**config.mk**
```make
export PLATFORM = sky130hd
export DESIGN_NAME = bmml_track
export DESIGN_NICKNAME = d
export VERILOG_FILES = /design/src/hdl/bmml_pkg.sv /design/src/hdl/bmml_track.sv
export SDC_FILE = /design/constraint.sdc
export NUM_CORES = 1
export LEC_CHECK = 0
export BUFFER_PORTS_ARGS = -buffer_cell sky130_fd_sc_hd__buf_2
export CORE_ASPECT_RATIO = 1.5
export CORE_MARGIN = 10
export CORE_UTILIZATION = 62
export DETAILED_ROUTE_END_ITERATION = 10
export GPL_TIMING_DRIVEN = 0
export PLACE_DENSITY_LB_ADDON = 0.3
export SYNTH_ARGS = -nofsm -noshare
export SYNTH_HDL_FRONTEND = slang
export SYNTH_SLANG_ARGS = --single-unit
```
**constraint.sdc**
```tcl
create_clock -name clk -period 7.97 [get_ports clk]
set_clock_uncertainty 0.1 [all_clocks]
set_input_delay 0.3985 -clock clk [delete_from_list [all_inputs] [get_ports clk]]
set_output_delay 0.3985 -clock clk [all_outputs]
set_load 0.01 [all_outputs]
```
**src/hdl/bmml_pkg.sv**
```systemverilog
// Shared constants, types and the exact mean comparison of the 3x3 box-mean
// maximum locator. No dependencies.
package bmml_pkg;

  // Configuration port.
  localparam int CFG_W     = 11;
  localparam int CFG_IDX_W = 1;
  localparam logic [CFG_IDX_W-1:0] REG_FRAME_ROWS = 1'd0;
  localparam logic [CFG_IDX_W-1:0] REG_FRAME_COLS = 1'd1;
  localparam logic [CFG_W-1:0]     FRAME_DIM_RST  = 11'd2;

  // Default sizes.
  localparam int DEF_MAX_COLS    = 1024;
  localparam int DEF_MAX_ROWS    = 1024;
  localparam int DEF_SAMPLE_BITS = 16;

  // Stream words.
  localparam int IN_DATA_W  = 16;
  localparam int OUT_SUM_W  = 20;
  localparam int OUT_CNT_W  = 4;
  localparam int OUT_POS_W  = 10;
  localparam int OUT_PAD_W  = 4;
  localparam int OUT_DATA_W = OUT_SUM_W + OUT_CNT_W + 2 * OUT_POS_W + OUT_PAD_W;

  // Neighborhood sizes.
  localparam int CNT_W = 4;
  localparam logic [CNT_W-1:0] CNT_CORNER = 4'd4;
  localparam logic [CNT_W-1:0] CNT_EDGE   = 4'd6;
  localparam logic [CNT_W-1:0] CNT_INNER  = 4'd9;

  // Comparison widths cover the largest sample width.
  localparam int CMP_SUM_W  = 36;
  localparam int CMP_PROD_W = CMP_SUM_W + CNT_W;

  typedef struct packed {
    logic en;     // pipeline advances
    logic clear;  // drop the partial frame
  } trk_ctrl_t;

  // True when a_sum/a_cnt is strictly greater than b_sum/b_cnt.
  function automatic logic mean_gt(input logic [CMP_SUM_W-1:0] a_sum,
                                   input logic [CNT_W-1:0]     a_cnt,
                                   input logic [CMP_SUM_W-1:0] b_sum,
                                   input logic [CNT_W-1:0]     b_cnt);
    logic [CMP_PROD_W-1:0] lhs;
    logic [CMP_PROD_W-1:0] rhs;
    lhs = CMP_PROD_W'(a_sum) * CMP_PROD_W'(b_cnt);
    rhs = CMP_PROD_W'(b_sum) * CMP_PROD_W'(a_cnt);
    return lhs > rhs;
  endfunction

endpackage

```
**src/hdl/bmml_track.sv**
```systemverilog
// Running maximum of neighborhood means over one frame, fed two candidates
// per cycle in raster order while ctrl.en is high. Depends on bmml_pkg.
module bmml_track #(
  parameter int SUM_W = 20,
  parameter int ROW_W = 10,
  parameter int COL_W = 10
) (
  input  logic                     clk,
  input  logic                     rst,
  input  bmml_pkg::trk_ctrl_t      ctrl,
  input  logic                     a_valid,
  input  logic [SUM_W-1:0]         a_sum,
  input  logic [bmml_pkg::CNT_W-1:0] a_cnt,
  input  logic [ROW_W-1:0]         a_row,
  input  logic [COL_W-1:0]         a_col,
  input  logic                     b_valid,
  input  logic [SUM_W-1:0]         b_sum,
  input  logic [bmml_pkg::CNT_W-1:0] b_cnt,
  input  logic [ROW_W-1:0]         b_row,
  input  logic [COL_W-1:0]         b_col,
  input  logic                     frame_end,
  output logic                     fin_valid,
  output logic [SUM_W-1:0]         fin_sum,
  output logic [bmml_pkg::CNT_W-1:0] fin_cnt,
  output logic [ROW_W-1:0]         fin_row,
  output logic [COL_W-1:0]         fin_col
);
  import bmml_pkg::*;

  // Input register.
  logic             ca_valid, cb_valid, c_end;
  logic [SUM_W-1:0] ca_sum, cb_sum;
  logic [CNT_W-1:0] ca_cnt, cb_cnt;
  logic [ROW_W-1:0] ca_row, cb_row;
  logic [COL_W-1:0] ca_col, cb_col;

  // Better of the pair.
  logic             pk_valid, pk_end;
  logic [SUM_W-1:0] pk_sum;
  logic [CNT_W-1:0] pk_cnt;
  logic [ROW_W-1:0] pk_row;
  logic [COL_W-1:0] pk_col;

  // Running maximum.
  logic             empty;
  logic [SUM_W-1:0] best_sum, best_sum_next;
  logic [CNT_W-1:0] best_cnt, best_cnt_next;
  logic [ROW_W-1:0] best_row, best_row_next;
  logic [COL_W-1:0] best_col, best_col_next;

  logic take_b;
  logic upd;

  // The later candidate wins only when strictly greater.
  assign take_b = cb_valid &&
                  (!ca_valid || mean_gt(CMP_SUM_W'(cb_sum), cb_cnt,
                                        CMP_SUM_W'(ca_sum), ca_cnt));

  assign upd = pk_valid &&
               (empty || mean_gt(CMP_SUM_W'(pk_sum), pk_cnt,
                                 CMP_SUM_W'(best_sum), best_cnt));

  always_comb begin
    best_sum_next = upd ? pk_sum : best_sum;
    best_cnt_next = upd ? pk_cnt : best_cnt;
    best_row_next = upd ? pk_row : best_row;
    best_col_next = upd ? pk_col : best_col;
  end

  always_ff @(posedge clk) begin
    if (rst || ctrl.clear) begin
      ca_valid  <= 1'b0;
      cb_valid  <= 1'b0;
      c_end     <= 1'b0;
      pk_valid  <= 1'b0;
      pk_end    <= 1'b0;
      fin_valid <= 1'b0;
      empty     <= 1'b1;
    end else if (ctrl.en) begin
      ca_valid  <= a_valid;
      cb_valid  <= b_valid;
      c_end     <= frame_end;
      pk_valid  <= ca_valid || cb_valid;
      pk_end    <= c_end;
      fin_valid <= pk_end;
      empty     <= pk_end || (empty && !pk_valid);
    end
  end

  always_ff @(posedge clk) begin
    if (ctrl.en) begin
      ca_sum <= a_sum;
      ca_cnt <= a_cnt;
      ca_row <= a_row;
      ca_col <= a_col;
      cb_sum <= b_sum;
      cb_cnt <= b_cnt;
      cb_row <= b_row;
      cb_col <= b_col;
      pk_sum <= take_b ? cb_sum : ca_sum;
      pk_cnt <= take_b ? cb_cnt : ca_cnt;
      pk_row <= take_b ? cb_row : ca_row;
      pk_col <= take_b ? cb_col : ca_col;
      best_sum <= best_sum_next;
      best_cnt <= best_cnt_next;
      best_row <= best_row_next;
      best_col <= best_col_next;
      if (pk_end) begin
        fin_sum <= best_sum_next;
        fin_cnt <= best_cnt_next;
        fin_row <= best_row_next;
        fin_col <= best_col_next;
      end
    end
  end

endmodule

```
==> qor.yml <==
timing:
  max_slew_margin_pct: 31.5
  setup_viol: 0
  drv_slew: 0
  period_needed_ps: 7650
  fin_crit_sh_pct: 96.0
  max_freq_mhz: 131
  final.setup.tns_ps: 0
  worstMarginPinSlew_ps: 1030
  rsz0062_at_grt: "no"
  hold_viol_final: 0
  setup_ws_ps: 316
route:
  vias_per_cell: 5.68
  num_vias: 14200
  dr.pass1.iters: 5
  wl_per_cell_um: 19.2
  drtAntennaViolNets: 0
  drt_wl_total_um: 47900
  route.detailed.drc: 0
  drtIter0Drc: 943
critical_path:
  critPathArrivalTime_ps: 7790
  critPathMaxStageDelay_ps: 710
  endpoint_kind: "register"
  cp_max_fo: 10
  crit_path_cell_trace: "clkbuf_1, and2_1, fa_1, inv_1, fa_1, inv_1, ha_1, a21oi_1, o21bai_1, a21o_1, a2111oi_0, nor4_1, a2111oi_0, ha_1, nand4_1, or4_1, a211oi_1, nor4_1, a21oi_2, buf_4, mux2_1"
  critPathLaunch: "pk_cnt[1]$_DFFE_PP_"
  cpMaxStageDelayCell: "a2111oi_0"
  crit_type: "register to register"
  critical_path_required_ps: 8110
  start_kind: "register"
  r2r_start: "pk_cnt[1]$_DFFE_PP_"
global_routing:
  antenna_found_initial: 2
  grt_start_max_net_pins: 104
  grt_pass1_wl_um: 76600
  grt_usage_pct: 25.1
  grt-ovfl-total: 0
  grt_pass1_vias: 15100
logic_synthesis:
  synth_nets: 2223
  synth_compound_area_share_pct: 8.91
  synthXorXnorAreaFrac_pct: 3.12
  synth_area_per_cell_um2: 10.5
  synthDistinctLibCells: 64
  ys_top_cells_by_area: "edfxtp_1, fa_1, ha_1, and2_1, inv_1"
  synthArstFlopShare_pct: 0
  synth-seq-cells: 227
  syn-instance-count: 1824
  yosysTopAreaCellShare_pct: 34.6
  yosys_warnings: 0
  synth_edf_count: 220
  synth.largest_area_cell: "edfxtp_1"
  synth_simple_gate_area_share_pct: 14.3
  synthAdderAreaFrac_pct: 25.6
  ys.flop_type: "edfxtp_1"
  ys_seq_area_share_pct: 35.4
  synthMuxAreaShare_pct: 5.46
  synth_top_family_by_area: "adder cells"
  synth_area_um2: 19100
cts:
  root_buffer: "clkbuf_16"
  worstSkewPairLatency_ps: 530
  cts_buffers: 22
  clk_pin_slew_ps: 70
  cts_tree: "built"
  htree_levels: 1
  cts_setup_buffers: 0
  cts.sinks: 227
  clockBufferDepth: 3
placement:
  pre_cts_slack_ps: 447
  dp_hpwl_um: 35500
  port_buffers: 139
  gp_congestion: 0.961
  placedCellCount: 2365
die:
  ios: 140
  die-height_um: 235
  die_area_um2: 38300
  dieWidth_um: 163
  rows: 78
  start_util_pct: 62.9
  fp.coreArea_um2: 30400
final_layout:
  nets: 2476
  drive_gt1_share_pct: 9.00
  instances_no_fill: 2491
  final_core_util_pct: 72.1
  syn2layout_area_growth_pct: 14.8
flow_run:
  drv_cap: 0
power:
  power_mw: 5.08
  leakage_nw: 9.89
  irDropWorstVdd_v: 0.000206
  p_per_area_nw_per_um2: 232
run_status:
  outcome: "finished, final reports clean"
worst_hold_path:
  hold_start: "frame_end"
  hp-class: "primary input to register"
cells in the mapped netlist, types with 33 or more instances:
cell,number
nor2_1,43
and2_1,227
ha_1,160
xnor2_1,41
clkbuf_1,42
a21oi_1,72
mux2_1,88
edfxtp_1,220
fa_1,144
inv_1,311
nand2_1,126
o21ai_0,42
a21o_1,33
cell type report:
class                      instances  area, µm²
multi-input combinational       1236      11000
inverter                         311       1170
clock inverter                    12        120
antenna                            2       5.00
timing repair buffer             229       1630
tap                              400        500
fill                            2126       8450
buffer                            50        208
clock buffer                      24        558
sequential                       227       6750
logic make-up (layout without fill, tap and decap cells):
family / Yosys count / after routing
simple gates: 509 / 509
flops: 227 / 227
compound gates: 262 / 262
buf+inv: 361 / 626
xor+xnor: 68 / 68
mux: 93 / 93
other cells: 0 / 2
fa+ha+maj: 304 / 304
routing by layer:
layer  track usage [%]  share of wire [%]
met3              3.09                4.5
met1              25.4                 35
met5                 0                  0
met2              47.1                 55
met4              15.0                6.2
critical path, delay by kind of cell (launching register included):
family                   cells  cell delay (ps)
multiplexers                 1              430
buffers and inverters        4              740
flip-flops                   1              440
AND/OR/NAND/NOR              5             1230
adder cells (fa/ha/maj)      4             1550
AO/OA/AOI/OAI                7             2860
registers in the layout (all words and copies together), names as in the netlist, 10 cells and up:
signal	count
ca_col	10
fin_sum	20
ca_row	10
cb_sum	20
best_sum	20
cb_col	10
cb_row	10
ca_sum	20
fin_col	10
pk_sum	20
fin_row	10
best_col	10
best_row	10
pk_col	10
pk_row	10
metrics by stage:
step	hold WS, ps	area (µm²)
after global placement	365	20300
after detailed placement	390	20300
after CTS	2.73	21900
after global routing	47.2	21900
after floorplan	352	19100
final	14.1	21900
final timing paths:
kind                          end  cells past startpoint  slack (ps)
min            c_end$_SDFFE_PP0P_                      3          10
max          fin_row[4]$_DFFE_PP_                     21         320
max reg2reg  fin_row[4]$_DFFE_PP_                     21         320
min reg2reg   pk_end$_SDFFE_PP0P_                      2         400
cells in the final DEF (no fill, tap or decap), types with 5 or more instances in the layout:
cell type / Yosys / layout
mux2i_1: 5 / 5
o211ai_1: 7 / 7
a2111oi_0: 6 / 6
nand2_1: 126 / 126
dlygate4sd3_1: 0 / 88
o21a_1: 15 / 15
o21ai_0: 42 / 42
inv_1: 311 / 311
dfxtp_1: 7 / 7
a21oi_1: 72 / 72
nand4_1: 19 / 19
a21o_1: 33 / 33
fa_1: 144 / 144
nor2b_1: 13 / 13
and3_1: 8 / 8
nor3_1: 21 / 21
a211oi_1: 10 / 10
or3_1: 5 / 5
nand2b_1: 7 / 7
buf_2: 4 / 142
nor2_1: 43 / 43
clkbuf_1: 42 / 44
a31oi_1: 8 / 8
o21ai_1: 16 / 16
o21bai_1: 17 / 17
clkbuf_16: 0 / 22
ha_1: 160 / 160
mux2_1: 88 / 88
xor2_1: 27 / 27
and2_1: 227 / 226
edfxtp_1: 220 / 220
xnor2_1: 41 / 41
nand3_1: 18 / 18
power by group:
part | switching [mW] | internal [mW] | total, mW
Sequential | 0.0738 | 1.40 | 1.47
Clock | 0.476 | 0.547 | 1.02
Combinational | 1.47 | 1.12 | 2.58
Total | 2.02 | 3.06 | 5.08
timing repair:
item / 4_1_cts / 5_1_grt
hold buffers: 88 / 0
gates resized for setup: 0 / 0
hold endpoints to repair: 88 / 0
(Power assumes the default switching activity.)
